## config.mk

```make
export PLATFORM = sky130hd
export DESIGN_NAME = base64_stream_encoder_unit
export DESIGN_NICKNAME = d
export VERILOG_FILES = /design/src/sv/b64e_pkg.sv /design/src/sv/base64_stream_encoder_unit.sv /design/src/sv/b64e_front.sv /design/src/sv/b64e_queue.sv /design/src/sv/b64e_back.sv
export SDC_FILE = /design/constraint.sdc
export NUM_CORES = 1
export LEC_CHECK = 0
export BUFFER_PORTS_ARGS = -buffer_cell sky130_fd_sc_hd__buf_2
export CAP_MARGIN = 25
export CORE_MARGIN = 4
export CORE_UTILIZATION = 39
export DETAILED_ROUTE_END_ITERATION = 8
export SLEW_MARGIN = 20
export SYNTH_ARGS = -nofsm -noshare
export SYNTH_HDL_FRONTEND = slang
export SYNTH_SLANG_ARGS = --single-unit
export TNS_END_PERCENT = 10
```

## constraint.sdc

```tcl
create_clock -name clk_i -period 2.9 [get_ports clk_i]
set_clock_uncertainty 0.1 [all_clocks]
set_input_delay 0.29 -clock clk_i [delete_from_list [all_inputs] [get_ports clk_i]]
set_output_delay 0.29 -clock clk_i [all_outputs]
set_load 0.1 [all_outputs]
```

## src/sv/b64e_pkg.sv

```systemverilog
`default_nettype none
// ----------------------------------------------------------------------------
// b64e_pkg
// shared types, constants and the sextet to character map of the encoder
// ----------------------------------------------------------------------------
package b64e_pkg;

  localparam int B64E_QUEUE_DEPTH = 2;

  localparam logic [6:0] CHAR_PAD   = 7'h3D;
  localparam logic [6:0] CHAR_PLUS  = 7'h2B;
  localparam logic [6:0] CHAR_SLASH = 7'h2F;

  // one accepted byte, split into the characters it causes
  typedef struct packed {
    logic [3:0][5:0] sextet;
    logic [3:0]      pad;
    logic [1:0]      last_idx;
    logic            eom;
  } b64e_job_t;

  typedef struct packed {
    logic valid;
    logic full;
  } b64e_qstat_t;

  function automatic logic [6:0] b64_char(input logic [5:0] s);
    logic [6:0] c;
    if (s < 6'd26) begin
      c = 7'(s) + 7'd65;
    end else if (s < 6'd52) begin
      c = 7'(s) + 7'd71;
    end else if (s < 6'd62) begin
      c = 7'(s) - 7'd4;
    end else if (s == 6'd62) begin
      c = CHAR_PLUS;
    end else begin
      c = CHAR_SLASH;
    end
    return c;
  endfunction

endpackage
`default_nettype wire

```

## src/sv/base64_stream_encoder_unit.sv

```systemverilog
`default_nettype none
// ----------------------------------------------------------------------------
// base64_stream_encoder_unit
// base64 encoder, one message byte in, one character out per beat
// ----------------------------------------------------------------------------
// channel | dir | handshake            | payload
// in      | in  | in_valid_i/in_stall_o | data_byte_i, end_of_message_i
// out     | out | out_valid_o/out_stall_i | out_char_o, last_of_run_o, message_done_o
//
// a taken byte is written into a queue slot; its first character then goes to the output register
// the back end emits one character per cycle unless out_stall_i holds it: 1 or 2
// per byte, up to 4 on the final byte, about 1.33 per byte on a long message
// the job queue (QueueDepth entries) lets bytes enter while characters drain
// reset clears phase, queue pointers and count, and the output valid bit at once, no sweep
// out_stall_i holds the output register and backs up into the queue
// ----------------------------------------------------------------------------
module base64_stream_encoder_unit
  import b64e_pkg::*;
#(
  parameter int QueueDepth = B64E_QUEUE_DEPTH
) (
  input  wire logic       clk_i,
  input  wire logic       rst_ni,
  input  wire logic       in_valid_i,
  output logic            in_stall_o,
  input  wire logic [7:0] data_byte_i,
  input  wire logic       end_of_message_i,
  output logic            out_valid_o,
  input  wire logic       out_stall_i,
  output logic [6:0]      out_char_o,
  output logic            last_of_run_o,
  output logic            message_done_o
);

  b64e_job_t   push_job, head_job;
  b64e_qstat_t qstat;
  logic        push, pop;

  b64e_front u_front (
    .clk_i            (clk_i),
    .rst_ni           (rst_ni),
    .in_valid_i       (in_valid_i),
    .in_stall_o       (in_stall_o),
    .data_byte_i      (data_byte_i),
    .end_of_message_i (end_of_message_i),
    .qstat_i          (qstat),
    .push_o           (push),
    .job_o            (push_job)
  );

  b64e_queue #(
    .Depth (QueueDepth)
  ) u_queue (
    .clk_i   (clk_i),
    .rst_ni  (rst_ni),
    .push_i  (push),
    .job_i   (push_job),
    .pop_i   (pop),
    .head_o  (head_job),
    .qstat_o (qstat)
  );

  b64e_back u_back (
    .clk_i          (clk_i),
    .rst_ni         (rst_ni),
    .head_i         (head_job),
    .qstat_i        (qstat),
    .pop_o          (pop),
    .out_valid_o    (out_valid_o),
    .out_stall_i    (out_stall_i),
    .out_char_o     (out_char_o),
    .last_of_run_o  (last_of_run_o),
    .message_done_o (message_done_o)
  );

endmodule
`default_nettype wire

```

## src/sv/b64e_front.sv

```systemverilog
`default_nettype none
// ----------------------------------------------------------------------------
// b64e_front
// accepts message bytes, tracks the group phase and builds character jobs
// ----------------------------------------------------------------------------
module b64e_front
  import b64e_pkg::*;
(
  input  wire logic        clk_i,
  input  wire logic        rst_ni,
  input  wire logic        in_valid_i,
  output logic             in_stall_o,
  input  wire logic [7:0]  data_byte_i,
  input  wire logic        end_of_message_i,
  input  wire b64e_qstat_t qstat_i,
  output logic             push_o,
  output b64e_job_t        job_o
);

  localparam logic [1:0] PH0 = 2'd0;
  localparam logic [1:0] PH1 = 2'd1;
  localparam logic [1:0] PH2 = 2'd2;

  logic [1:0] phase_q, phase_d;
  logic [3:0] left_q, left_d;
  logic       accept;

  assign in_stall_o = qstat_i.full;
  assign accept     = in_valid_i && !qstat_i.full;
  assign push_o     = accept;

  always_comb begin
    job_o     = '0;
    job_o.eom = end_of_message_i;
    phase_d   = phase_q;
    left_d    = left_q;
    case (phase_q)
      PH1: begin
        job_o.sextet[0] = {left_q[1:0], data_byte_i[7:4]};
        job_o.sextet[1] = {data_byte_i[3:0], 2'b00};
        job_o.pad[2]    = 1'b1;
        job_o.last_idx  = end_of_message_i ? 2'd2 : 2'd0;
        left_d          = data_byte_i[3:0];
        phase_d         = PH2;
      end
      PH2: begin
        job_o.sextet[0] = {left_q, data_byte_i[7:6]};
        job_o.sextet[1] = data_byte_i[5:0];
        job_o.last_idx  = 2'd1;
        left_d          = 4'd0;
        phase_d         = PH0;
      end
      default: begin
        job_o.sextet[0] = data_byte_i[7:2];
        job_o.sextet[1] = {data_byte_i[1:0], 4'b0000};
        job_o.pad[2]    = 1'b1;
        job_o.pad[3]    = 1'b1;
        job_o.last_idx  = end_of_message_i ? 2'd3 : 2'd0;
        left_d          = {2'b00, data_byte_i[1:0]};
        phase_d         = PH1;
      end
    endcase
    if (end_of_message_i) begin
      left_d  = 4'd0;
      phase_d = PH0;
    end
  end

  always_ff @(posedge clk_i or negedge rst_ni) begin
    if (!rst_ni) begin
      phase_q <= PH0;
      left_q  <= 4'd0;
    end else if (accept) begin
      phase_q <= phase_d;
      left_q  <= left_d;
    end
  end

  a_phase_range: assert property (@(posedge clk_i) disable iff (!rst_ni)
    phase_q != 2'd3) else $error("group phase out of range");

  a_phase0_clean: assert property (@(posedge clk_i) disable iff (!rst_ni)
    phase_q == PH0 |-> left_q == 4'd0) else $error("leftover bits at group start");

  a_eom_resets: assert property (@(posedge clk_i) disable iff (!rst_ni)
    accept && end_of_message_i |=> phase_q == PH0 && left_q == 4'd0)
    else $error("state not cleared after final beat");

endmodule
`default_nettype wire

```

## src/sv/b64e_queue.sv

```systemverilog
`default_nettype none
// ----------------------------------------------------------------------------
// b64e_queue
// short job queue between the byte front and the character back
// ----------------------------------------------------------------------------
module b64e_queue
  import b64e_pkg::*;
#(
  parameter int Depth = B64E_QUEUE_DEPTH
) (
  input  wire logic       clk_i,
  input  wire logic       rst_ni,
  input  wire logic       push_i,
  input  wire b64e_job_t  job_i,
  input  wire logic       pop_i,
  output b64e_job_t       head_o,
  output b64e_qstat_t     qstat_o
);

  localparam int PtrW = (Depth > 1) ? $clog2(Depth) : 1;
  localparam int CntW = $clog2(Depth + 1);

  b64e_job_t         slot_q [Depth];
  logic [PtrW-1:0]   wr_ptr_q, rd_ptr_q;
  logic [CntW-1:0]   count_q;
  logic              do_pop;

  assign qstat_o.valid = count_q != '0;
  assign qstat_o.full  = count_q == CntW'(Depth);
  assign head_o        = slot_q[rd_ptr_q];
  assign do_pop        = pop_i && qstat_o.valid;

  function automatic logic [PtrW-1:0] next_ptr(input logic [PtrW-1:0] p);
    return (p == PtrW'(Depth - 1)) ? '0 : p + 1'b1;
  endfunction

  always_ff @(posedge clk_i) begin
    if (push_i) begin
      slot_q[wr_ptr_q] <= job_i;
    end
  end

  always_ff @(posedge clk_i or negedge rst_ni) begin
    if (!rst_ni) begin
      wr_ptr_q <= '0;
      rd_ptr_q <= '0;
      count_q  <= '0;
    end else begin
      if (push_i) begin
        wr_ptr_q <= next_ptr(wr_ptr_q);
      end
      if (do_pop) begin
        rd_ptr_q <= next_ptr(rd_ptr_q);
      end
      if (push_i && !do_pop) begin
        count_q <= count_q + 1'b1;
      end else if (do_pop && !push_i) begin
        count_q <= count_q - 1'b1;
      end
    end
  end

  a_no_overflow: assert property (@(posedge clk_i) disable iff (!rst_ni)
    push_i |-> !qstat_o.full) else $error("push into full queue");

  a_count_range: assert property (@(posedge clk_i) disable iff (!rst_ni)
    count_q <= CntW'(Depth)) else $error("queue count out of range");

  a_ptr_match: assert property (@(posedge clk_i) disable iff (!rst_ni)
    count_q == '0 |-> wr_ptr_q == rd_ptr_q) else $error("empty queue with split pointers");

endmodule
`default_nettype wire

```

## src/sv/b64e_back.sv

```systemverilog
`default_nettype none
// ----------------------------------------------------------------------------
// b64e_back
// walks the head job one character per cycle into the output register unless stalled
// ----------------------------------------------------------------------------
module b64e_back
  import b64e_pkg::*;
(
  input  wire logic        clk_i,
  input  wire logic        rst_ni,
  input  wire b64e_job_t   head_i,
  input  wire b64e_qstat_t qstat_i,
  output logic             pop_o,
  output logic             out_valid_o,
  input  wire logic        out_stall_i,
  output logic [6:0]       out_char_o,
  output logic             last_of_run_o,
  output logic             message_done_o
);

  logic [1:0] idx_q;
  logic       out_valid_q;
  logic [6:0] char_q;
  logic       last_q, done_q;
  logic       advance, at_end;
  logic [6:0] char_d;

  assign advance = qstat_i.valid && (!out_valid_q || !out_stall_i);
  assign at_end  = idx_q == head_i.last_idx;
  assign pop_o   = advance && at_end;
  assign char_d  = head_i.pad[idx_q] ? CHAR_PAD : b64_char(head_i.sextet[idx_q]);

  always_ff @(posedge clk_i or negedge rst_ni) begin
    if (!rst_ni) begin
      idx_q       <= 2'd0;
      out_valid_q <= 1'b0;
    end else begin
      if (advance) begin
        idx_q       <= at_end ? 2'd0 : idx_q + 2'd1;
        out_valid_q <= 1'b1;
      end else if (!out_stall_i) begin
        out_valid_q <= 1'b0;
      end
    end
  end

  always_ff @(posedge clk_i) begin
    if (advance) begin
      char_q <= char_d;
      last_q <= at_end;
      done_q <= at_end && head_i.eom;
    end
  end

  assign out_valid_o    = out_valid_q;
  assign out_char_o     = char_q;
  assign last_of_run_o  = last_q;
  assign message_done_o = done_q;

  a_idx_in_job: assert property (@(posedge clk_i) disable iff (!rst_ni)
    qstat_i.valid |-> idx_q <= head_i.last_idx) else $error("index past job end");

  a_idx_needs_job: assert property (@(posedge clk_i) disable iff (!rst_ni)
    idx_q != 2'd0 |-> qstat_i.valid) else $error("job lost mid run");

  a_done_is_last: assert property (@(posedge clk_i) disable iff (!rst_ni)
    out_valid_q && done_q |-> last_q) else $error("message end off run end");

endmodule
`default_nettype wire
```

# Yosys cells after proc, flatten, opt, wreduce, memory -nomap -nowiden
# Memories as Yosys holds them, arrays and structs flattened.
# Cells that the tools add are included.
classes:
  n_eq_ne: 6
  order_cmp: 4
  reduce_logical: 16
  muxes: 27
  n_addsub: 8
ops:
  columns: ["cell", "n"]
  rows:
  - ["case mux 12 bit (2 select lines)", 1]
  - ["2-to-1 mux 7 bit", 3]
  - ["adder 6 x 7 -> 7 bit (second input constant)", 2]
  - ["binary-select mux 6 bit (select 2 bit)", 1]
  - ["less-than comparator 6 bit (second input constant)", 2]
  - ["2-to-1 mux 2 bit", 6]
  - ["2-to-1 mux 1 bit", 9]
  - ["case mux 2 bit (2 select lines)", 2]
  - ["case mux 4 bit (2 select lines)", 1]
  - ["logical AND 1 bit", 7]
  - ["subtractor 6 x 3 -> 7 bit (second input constant)", 1]
  - ["== test 6 bit (second input constant)", 1]
  - ["less-than comparator 6 x 5 -> 1 bit (second input constant)", 1]
  - ["2-to-1 mux 6 bit", 1]
  - ["logical NOT 1 bit", 5]
  - ["adder 2 x 1 -> 2 bit (second input constant)", 2]
  - ["== test 2 bit (second input constant)", 2]
  - ["2-to-1 mux 4 bit", 1]
  - ["nonzero test 2 bit", 2]
  - ["less-than comparator 2 x 3 -> 1 bit (second input constant)", 1]
  - ["2-to-1 mux 3 bit", 1]
  - ["adder 1 bit (second input constant)", 2]
  - ["binary-select mux 1 bit (select 2 bit)", 1]
  - ["== test 2 x 1 -> 1 bit (second input constant)", 1]
  - ["other kinds (5)", 5]
word_totals:
  input_bits: 13
  mem_bits_rw: 34
  ff_bits: 22
  n_memories: 1
  output_inout_bits: 11
mem_list:
  columns: ["name", "words", "width", "read_ports", "rd_ports_with_merged_regs", "wr", "line", "text"]
  rows:
  - ["u_queue.slot_q", 2, 17, 1, 0, 1, "b64e_queue.sv:23", "b64e_job_t slot_q [Depth];"]

# Longest topological paths before layout
# Gate-level depths: netlist (run 1).
depth:
  ltp_word: 8
  depth_mapped: 11
  ltp_nobuf: 9

# Cells and area by module
# From an unflattened synthesis (run 1), not the netlist that was laid out.
hier_totals:
  hier_cells: 292
  area_unflattened_um2: 4269.1
modules_own_cells:
  columns: ["module", "area_each_um2", "cells_per_inst", "n_inst", "seq_area_each_um2"]
  rows:
  - ["b64e_queue", 2582.5, 113, 1, 1961.9]
  - ["b64e_back", 1037.2, 98, 1, 345.3]
  - ["b64e_front", 649.4, 81, 1, 150.1]

# Least setup slack after synthesis (run 1)
# Ideal clock, no wire load.
synth_timing:
  path_kind: "register to register"
  startpoint: "reg u_queue.rd_ptr_q"
  endpoint: "reg u_back.char_q[1] (netlist: u_back.out_char_o[1]), data pin"
  arrival_ns: 2.320
  required_time_ns: 2.546
  stages_incl_launch_ff: 11
  setup_time_ns: 0.254
  path_slack_ns: 0.226
  path_cell_list: "dfrtp_1 buf_6 mux4_1 and2_0 inv_1 ha_1 inv_1 and4_1 clkbuf_1 a22o_1 o21a_1"
synth_via:
  elab_chain_len: 7
  word_cells_on_any_way: 14
  classes_between: "add/sub (3); order compare (3); mux (7); memory (1)"
synth_lines:
  columns: ["element", "line", "text"]
  rows:
  - ["start: declaration", "b64e_queue.sv:24", "logic [PtrW-1:0] wr_ptr_q, rd_ptr_q;"]
  - ["start signal: assignment", "b64e_queue.sv:53", "rd_ptr_q <= next_ptr(rd_ptr_q);"]
  - ["memory (2 x 17 bit) *", null, null]
  - ["binary-select mux 6 bit (select 2 bit)", "b64e_back.sv:31", "assign char_d = head_i.pad[idx_q] ? CHAR_PAD : b64_char(head_i.sextet[idx_q]);"]
  - ["2-to-1 mux 6 bit (implied by the code)", "b64e_back.sv:31", null]
  - ["subtractor 6 x 3 -> 7 bit or less-than comparator 6 bit (tied branches)", "b64e_pkg.sv:34, b64e_pkg.sv:33", null]
  - ["2-to-1 mux 7 bit", "b64e_pkg.sv:33", "end else if (s < 6'd62) begin"]
  - ["2-to-1 mux 7 bit", "b64e_pkg.sv:31", "end else if (s < 6'd52) begin"]
  - ["2-to-1 mux 7 bit", "b64e_pkg.sv:29", "if (s < 6'd26) begin"]
  - ["end signal: assignment", "b64e_back.sv:49", "char_q <= char_d;"]
  - ["end: declaration", "b64e_back.sv:23", "logic [6:0] char_q;"]
# Every way passes the cells marked *; elsewhere a longest branch is shown, timed or not. The select of a mux whose other input is x is not followed.
# A chain may end at the register's enable or synchronous reset.

# Worst setup path in the final report (run 1)
# Ends and elaborated chain as after synthesis.

==> results of run 1 <==
## synth_stat cells, types with 2 or more instances
cell / count / area, um^2
inv_1: 11 / 41.3
nor2_1: 10 / 37.5
nand2_1: 26 / 97.6
mux4_2: 3 / 67.6
ha_1: 9 / 113
mux2i_1: 4 / 40.0
nand4_1: 2 / 12.5
o21a_1: 2 / 15.0
xnor2_1: 9 / 78.8
o211ai_1: 2 / 15.0
nor3b_1: 2 / 15.0
xor2_1: 4 / 35.0
dfrtp_1: 13 / 325
nor3_1: 3 / 15.0
clkbuf_1: 5 / 18.8
o21ai_0: 17 / 85.1
mux4_1: 4 / 105
a22o_1: 3 / 26.3
nor2b_1: 2 / 12.5
a21oi_1: 8 / 40.0
a22oi_1: 10 / 75.1
edfxtp_1: 43 / 1290
## worst max-delay path, delay by kind of cell, from the launching register on
kind | cells | cell delay [ns]
AND/OR/NAND/NOR | 2 | 0.21
AO/OA/AOI/OAI | 3 | 0.62
buffers and inverters | 2 | 0.30
adder cells (fa/ha/maj) | 1 | 0.23
multiplexers | 1 | 0.59
flip-flops | 1 | 0.37
## cell families (layout without fill, tap and decap cells)
kind of cell,after synthesis,count (layout),synth area share (%)
and+or+nand+nor,53,53,9.04
buffers and inverters,20,52,3.15
DFF,56,56,59.0
muxes,11,11,7.76
adders and majority gates,9,9,4.11
AOI/OAI and AO/OA,51,51,12.8
xor gates and xnor gates,13,13,4.15
## state kept, by name, summed over array words and instances (netlist names)
signal / cells
u_queue.wr_ptr_q: 1
u_back.out_char_o: 7
u_queue.slot_q: 34
u_queue.count_q: 2
u_back.message_done_o: 1
u_front.left_q: 4
u_back.idx_q: 2
u_front.phase_q: 2
u_back.last_of_run_o: 1
u_back.out_valid_o: 1
u_queue.rd_ptr_q: 1
## layout make-up
class	instances	area, um^2	area share (%)
Clock buffer	5	68.8	2.22
Sequential cell	56	1620	52.1
Clock inverter	3	27.5	0.888
Tap cell	96	120	3.87
Timing Repair Buffer	31	178	5.73
Multi-Input combinational cell	137	1040	33.5
Inverter	13	51.3	1.65
## per-layer routing
metal	wire [um]	track usage [%]
met1	2340	17.1
met2	2380	21.3
met3	226	3.28
met5	0	0
met4	63	4.33
## through the flow
stage	std cells	worst slack, ns	area, um^2	utilization [%]	hold slack (ns)
after floorplan	213	0.226	2740	-	-0.106
final	341	0.246	3100	45.6	0.0823
after global routing	341	0.0547	3100	45.6	0.0950
after detailed placement	332	0.271	2990	44.1	0.112
after global placement	332	0.308	2990	44.1	0.109
after CTS	341	0.254	3100	45.6	0.0717
## worst paths after layout
kind | slack (ns) | cells past startpoint | startpoint | endpoint
setup / recovery | 0.25 | 9 | u_queue.rd_ptr_q$_DFFE_PN0P_ | u_back.out_char_o[1]$_SDFFCE_PP0P_
hold / removal | 0.08 | 3 | out_stall_i | u_back.out_valid_o$_DFFE_PN0P_
setup reg to reg | 0.25 | 9 | u_queue.rd_ptr_q$_DFFE_PN0P_ | u_back.out_char_o[1]$_SDFFCE_PP0P_
hold reg to reg | 0.39 | 2 | u_back.out_valid_o$_DFFE_PN0P_ | u_back.out_valid_o$_DFFE_PN0P_
max in group asynchronous | 2.15 | 2 | rst_ni | u_back.idx_q[0]$_DFFE_PN0P_
min in group asynchronous | 0.30 | 2 | rst_ni | u_front.phase_q[0]$_DFFE_PN0P_
## what timing repair did
item,in CTS,in global routing
setup buffers,0,0
endpoints found under the setup margin,0,0
hold buffers,1,0
endpoints found under the hold margin,13,0
==> flow_metrics.env, run 1 <==
export IMPL_outcome="complete, no violations"
export IMPL_dr_pass1_iters=5
export IMPL_grt_pass1_vias=1756
export IMPL_hold_path_class="in2reg"
export IMPL_slew_headroom_pct=44.7
export IMPL_die_area_um2=8430
export IMPL_n_antenna_cell=0
export IMPL_netlist_area_um2=2740
export IMPL_cts_root_buf="clkbuf_8"
export IMPL_synth_async_reset_ratio_pct=23.2
export IMPL_final_common_cell="edfxtp_1"
export IMPL_crit_required_ns=2.87
export IMPL_antenna_left=0
export IMPL_ys_warn_count=0
export IMPL_critPathMaxStageDelay_ns=0.59
export IMPL_num_vias=1736
export IMPL_antenna_found_initial=0
export IMPL_endpoint_kind="flip-flop"
export IMPL_synth_ff_type="edfxtp_1"
export IMPL_clock_latency_ns=0.31
export IMPL_startpoint_type="flip-flop"
export IMPL_path_class="reg2reg"
export IMPL_drive_gt1_share_pct=18.4
export IMPL_routedWlPerCell_um=14.7
export IMPL_drt_total_wl_mm=5.01
export IMPL_track_usage_pct=13.1
export IMPL_yosysSeqAreaShare_pct=59.0
export IMPL_grt_max_degree=27
export IMPL_synth_edff_count=43
export IMPL_initial_core_util_pct=40.3
export IMPL_cts_inserted_buffers=5
export IMPL_tns_ns=0
export IMPL_hold_viol=0
export IMPL_clk_pin_slew_ns=0.10
export IMPL_arrival_ns=2.63
export IMPL_n_fill_cell=620
export IMPL_syn_inst=213
export IMPL_cts_sinks=56
export IMPL_grt_overflow_total=0
export IMPL_drc=0
export IMPL_nets=266
export IMPL_syn_num_nets=235
export IMPL_grt_first_pass_wirelength_mm=8.69
export IMPL_crit_chain="buf_4 > mux4_2 > nand2_4 > inv_4 > ha_1 > a21oi_1 > o21a_1 > nor3_1 > o21a_1"
export IMPL_avgSynthCellArea_um2=12.9
export IMPL_dieHeight_um=91.8
export IMPL_row_count=30
export IMPL_drv_cap=0
export IMPL_ys_ff_latch=56
export IMPL_period_share_pct=91.5
export IMPL_crit_slowest_cell="mux4_2"
export IMPL_clock_path_buffers=2
export IMPL_ctsResizeCount=0
export IMPL_period_needed_ns=2.65
export IMPL_cts_tree="built"
export IMPL_crit_path_frequent_cell="o21a_1"
export IMPL_gp_congestion=0.780
export IMPL_syn_to_final_growth_pct=13.1
export IMPL_port_buffer_count=23
export IMPL_drtIter0Drc=62
export IMPL_layout_common_cells="43 x edfxtp_1, 26 x nand2_1, 23 x buf_2"
export IMPL_coreArea_um2=6790
export IMPL_setup_violations=0
export IMPL_max_freq_mhz=377
export IMPL_dp_hpwl_mm=3.68
export IMPL_worst_pin_slew_ns=0.829
export IMPL_drv_slew=0
export IMPL_die_w_um=91.8
export IMPL_htree_levels=2
export IMPL_crit_path_max_fanout=10
export IMPL_rsz0062_at_grt="false"
export IMPL_io_pins=24
export IMPL_viasPerCell=5.09
export IMPL_synth_cell_type_count=43
Power of run 1 is not shown: default switching activity piles up to over one toggle a cycle in this logic, so the estimate is an artifact.
==> run 2, diff against run 1 <==
--- a/config.mk
+++ b/config.mk
@@ -5,11 +5,11 @@
 export SDC_FILE = /design/constraint.sdc
 export NUM_CORES = 1
 export LEC_CHECK = 0
-export BUFFER_PORTS_ARGS = -buffer_cell sky130_fd_sc_hd__buf_2
 export CAP_MARGIN = 25
 export CORE_MARGIN = 4
 export CORE_UTILIZATION = 39
 export DETAILED_ROUTE_END_ITERATION = 8
+export DONT_BUFFER_PORTS = 1
 export SLEW_MARGIN = 20
 export SYNTH_ARGS = -nofsm -noshare
 export SYNTH_HDL_FRONTEND = slang
==> flow_metrics.env, run 2 (same netlist as run 1, synthesis figures left out) <==
export IMPL_outcome="complete, no violations"
export IMPL_crit_slowest_cell="mux4_1"
export IMPL_row_count=30
export IMPL_clk_pin_slew_ns=0.10
export IMPL_initial_core_util_pct=40.3
export IMPL_gp_congestion=0.847
export IMPL_hold_path_class="in2reg"
export IMPL_setup_violations=0
export IMPL_crit_path_max_fanout=5
export IMPL_dp_hpwl_mm=3.58
export IMPL_antenna_found_initial=0
export IMPL_nets=249
export IMPL_critical_path_top_delay_family="compound AO/OA/AOI/OAI gates"
export IMPL_htree_levels=2
export IMPL_reg2reg_slack_ns=0.24
export IMPL_max_freq_mhz=376
export IMPL_crit_cells=7
export IMPL_hold_viol=0
export IMPL_period_needed_ns=2.66
export IMPL_slew_headroom_pct=39.9
export IMPL_path_buf_inv=0
export IMPL_final_design_area_no_fill_um2=3080
export IMPL_antenna_left=0
export IMPL_cts_inserted_buffers=5
export IMPL_reg2reg_from="u_queue.rd_ptr_q$_DFFE_PN0P_"
export IMPL_cts_root_buf="clkbuf_8"
export IMPL_grt_max_degree=27
export IMPL_rr_worst_depth=7
export IMPL_crit_path_start="u_queue.rd_ptr_q$_DFFE_PN0P_"
export IMPL_die_area_um2=8430
export IMPL_syn_to_final_growth_pct=12.3
export IMPL_clock_latency_ns=0.31
export IMPL_path_class="reg2reg"
export IMPL_crit_chain="mux4_1 > and2_0 > ha_1 > a21oi_1 > o21ai_0 > o31a_2 > o211ai_1"
export IMPL_largest_reg_flops=34
export IMPL_post_cts_setup_buffer_count=0
export IMPL_drc=0
export IMPL_dr_pass1_iters=4
export IMPL_viasPerCell=5.11
export IMPL_cts_tree="built"
export IMPL_grt_first_pass_wirelength_mm=8.31
export IMPL_grt_pass1_vias=1690
export IMPL_cts_sinks=56
export IMPL_r2r_end="u_back.out_char_o[2]$_SDFFCE_PP1P_"
export IMPL_period_share_pct=91.8
export IMPL_track_usage_pct=12.4
export IMPL_worst_pin_slew_ns=0.903
export IMPL_dieHeight_um=91.8
export IMPL_coreArea_um2=6790
export IMPL_min_from="data_byte_i[1]"
export IMPL_drive_gt1_share_pct=10.1
export IMPL_tns_ns=0
export IMPL_startpoint_type="flip-flop"
export IMPL_routedWlPerCell_um=14.8
export IMPL_placed_cell_area_um2=2890
export IMPL_final_common_cell="edfxtp_1"
export IMPL_critPathMaxStageDelay_ns=0.61
export IMPL_grt_overflow_total=0
export IMPL_endpoint_kind="flip-flop"
export IMPL_drv_cap=0
export IMPL_io_pins=24
export IMPL_rsz0062_at_grt="false"
export IMPL_drt_total_wl_mm=4.79
export IMPL_drtIter0Drc=53
export IMPL_die_w_um=91.8
export IMPL_critPathCapture="u_back.out_char_o[2]$_SDFFCE_PP1P_"
export IMPL_num_vias=1656
export IMPL_n_fill_cell=602
export IMPL_arrival_ns=2.70
export IMPL_crit_required_ns=2.94
export IMPL_top_register="u_queue.slot_q"
export IMPL_clock_path_buffers=2
export IMPL_layout_common_cells="43 x edfxtp_1, 26 x nand2_1, 17 x o21ai_0"
export IMPL_drv_slew=0
export IMPL_port_buffer_count=0
export IMPL_n_antenna_cell=0
==> run 2: final cells by class <==
| class | count | area, um^2 | share of cell area [%] |
|---|---|---|---|
| inverters | 13 | 51.3 | 1.67 |
| clock inverters | 2 | 38.8 | 1.26 |
| flip-flops and latches | 56 | 1620 | 52.5 |
| multi-input cells | 137 | 1040 | 33.7 |
| repair buffers | 14 | 120 | 3.90 |
| clock buffers | 6 | 93.8 | 3.05 |
| well taps | 96 | 120 | 3.90 |
==> run 2: per-stage QoR <==
step	utilization, %	worst slack [ns]	instances	hold WS [ns]
after detailed placement	42.5	0.281	310	-0.105
final	45.3	0.239	324	0.0155
after global placement	42.5	0.320	310	-0.105
after CTS	45.3	0.242	324	0.00323
after floorplan	-	0.226	213	-0.106
after global routing	45.3	0.0251	324	0.00178
==> run 2: how the worst min path moves through the flow <==
stage,end,depth (start not counted)
after global placement,u_front.phase_q[1]$_DFFE_PN0P_,0
final,u_front.left_q[1]$_DFFE_PN0P_,1
after floorplan,u_back.idx_q[0]$_DFFE_PN0P_,0
after detailed placement,u_front.phase_q[0]$_DFFE_PN0P_,0
after global routing,u_front.left_q[1]$_DFFE_PN0P_,1
after CTS,u_front.left_q[1]$_DFFE_PN0P_,1
==> run 2: what timing repair did <==
item / 4_1_cts / 5_1_grt
hold buffers: 6 / 0
resized for setup: 0 / 0
hold endpoints to repair: 19 / 0
==> run 2: per-layer routing <==
metal  GRT usage [%]  vias to the layer above  share of wire [%]
met3            3.86                        5                4.4
li1                -                      827                  -
met2            20.4                       40                 48
met1            15.9                      784                 46
met4            3.59                        0                1.2
met5               0                        -                  0
Power of run 2 is left out for the same reason.
==> run 3, diff against run 2 <==
--- a/config.mk
+++ b/config.mk
@@ -6,7 +6,6 @@
 export NUM_CORES = 1
 export LEC_CHECK = 0
 export CAP_MARGIN = 25
-export CORE_MARGIN = 4
 export CORE_UTILIZATION = 39
 export DETAILED_ROUTE_END_ITERATION = 8
 export DONT_BUFFER_PORTS = 1
@@ -14,4 +13,3 @@
 export SYNTH_ARGS = -nofsm -noshare
 export SYNTH_HDL_FRONTEND = slang
 export SYNTH_SLANG_ARGS = --single-unit
-export TNS_END_PERCENT = 10
==> flow_metrics.env, run 3 (same netlist as run 1, synthesis figures left out) <==
export IMPL_outcome="complete, no violations"
export IMPL_hold_viol=0
export IMPL_period_share_pct=90.9
export IMPL_arrival_ns=2.68
export IMPL_drv_cap=0
export IMPL_crit_required_ns=2.94
export IMPL_grt_pass1_vias=1689
export IMPL_slew_headroom_pct=40.8
export IMPL_cts_tree="built"
export IMPL_worst_pin_slew_ns=0.889
export IMPL_hold_path_class="in2reg"
export IMPL_row_count=30
export IMPL_drc=0
export IMPL_htree_levels=2
export IMPL_antenna_found_initial=0
export IMPL_tns_ns=0
export IMPL_dieHeight_um=85.8
export IMPL_crit_path_start="u_queue.rd_ptr_q$_DFFE_PN0P_"
export IMPL_path_class="reg2reg"
export IMPL_drt_total_wl_mm=4.85
export IMPL_crit_path_max_fanout=10
export IMPL_cts_root_buf="clkbuf_8"
export IMPL_grt_first_pass_wirelength_mm=8.36
export IMPL_gp_congestion=0.863
export IMPL_reg2reg_from="u_queue.rd_ptr_q$_DFFE_PN0P_"
export IMPL_io_pins=24
export IMPL_startpoint_type="flip-flop"
export IMPL_period_needed_ns=2.64
export IMPL_dp_hpwl_mm=3.46
export IMPL_setup_violations=0
export IMPL_antenna_left=0
export IMPL_cts_inserted_buffers=5
export IMPL_final_common_cell="edfxtp_1"
export IMPL_drive_gt1_share_pct=9.65
export IMPL_clock_path_buffers=2
export IMPL_cts_sinks=56
export IMPL_min_from="end_of_message_i"
export IMPL_viasPerCell=5.14
export IMPL_track_usage_pct=14.9
export IMPL_grt_overflow_total=0
export IMPL_die_w_um=85.8
export IMPL_ctsResizeCount=0
export IMPL_drv_slew=0
export IMPL_drtIter0Drc=69
export IMPL_endpoint_kind="flip-flop"
export IMPL_seq_area_um2=1620
export IMPL_num_vias=1665
export IMPL_nets=249
export IMPL_clk_pin_slew_ns=0.10
export IMPL_routedWlPerCell_um=15.0
export IMPL_port_buffer_count=0
export IMPL_die_area_um2=7370
export IMPL_multi_input_area_um2=1040
export IMPL_clock_latency_ns=0.31
export IMPL_max_freq_mhz=379
export IMPL_dr_pass1_iters=4
export IMPL_coreArea_um2=6790
export IMPL_layout_common_cells="43 x edfxtp_1, 26 x nand2_1, 17 x o21ai_0"
export IMPL_top_register="u_queue.slot_q"
export IMPL_n_antenna_cell=0
export IMPL_n_fill_cell=630
export IMPL_grt_max_degree=27
export IMPL_placed_cell_area_um2=2880
export IMPL_rsz0062_at_grt="false"
export IMPL_largest_reg_flops=34
export IMPL_syn_to_final_growth_pct=12.4
export IMPL_initial_core_util_pct=40.3
export IMPL_final_design_area_no_fill_um2=3080
## run 3: layout make-up
class / instances / share of cell area, %
clock buffers: 6 / 3.05
clock inverters: 2 / 1.26
inverters: 13 / 1.66
multi-input cells: 137 / 33.7
flip-flops and latches: 56 / 52.5
well taps: 96 / 3.90
repair buffers: 14 / 3.98
## run 3: per-stage QoR
stage	worst slack, ns	utilization, %	hold slack [ns]	std cells
after detailed placement	0.290	42.4	-0.105	309
after global placement	0.303	42.4	-0.105	309
after floorplan	0.226	-	-0.106	213
after global routing	0.0370	45.4	0.0544	324
final	0.263	45.4	0.0539	324
after CTS	0.267	45.2	0.000199	323
## run 3: critical path, stage by stage (launching register included)
cell and delay (ns):
dfrtp_1 0.37, buf_4 0.22, mux4_2 0.58, nand2_4 0.13, inv_4 0.06, ha_1 0.22, a21oi_1 0.17, o21ai_0 0.19
o31a_2 0.33, o211ai_1 0.09
## run 3: final timing paths
path / endpoint / slack [ns] / cells after the start
max in group asynchronous: u_queue.rd_ptr_q$_DFFE_PN0P_ / 1.98 / 1
min in group asynchronous: u_front.phase_q[1]$_DFFE_PN0P_ / 0.32 / 1
worst min register to register: u_front.left_q[2]$_DFFE_PN0P_ / 0.39 / 2
worst min-delay path: u_front.phase_q[0]$_DFFE_PN0P_ / 0.05 / 2
worst max-delay path: u_back.out_char_o[2]$_SDFFCE_PP1P_ / 0.26 / 9
worst max register to register: u_back.out_char_o[2]$_SDFFCE_PP1P_ / 0.26 / 9
## run 3: timing repair
action / 4_1_cts / 5_1_grt
endpoints found under the hold margin: 19 / 1
endpoints found under the setup margin: 0 / 0
hold buffers: 6 / 1
buffers inserted: 0 / 0
## run 3: metal layers
| layer | part of all wire (%) | vias up | track usage (%) | wire length (um) |
|---|---|---|---|---|
| met4 | 1.3 | 0 | 4.85 | 63 |
| met2 | 47 | 42 | 24.2 | 2270 |
| met1 | 47 | 795 | 19.4 | 2310 |
| met3 | 4.4 | 6 | 4.04 | 212 |
| li1 | - | 822 | - | - |
| met5 | 0 | - | 0 | 0 |
Power of run 3 is left out for the same reason.
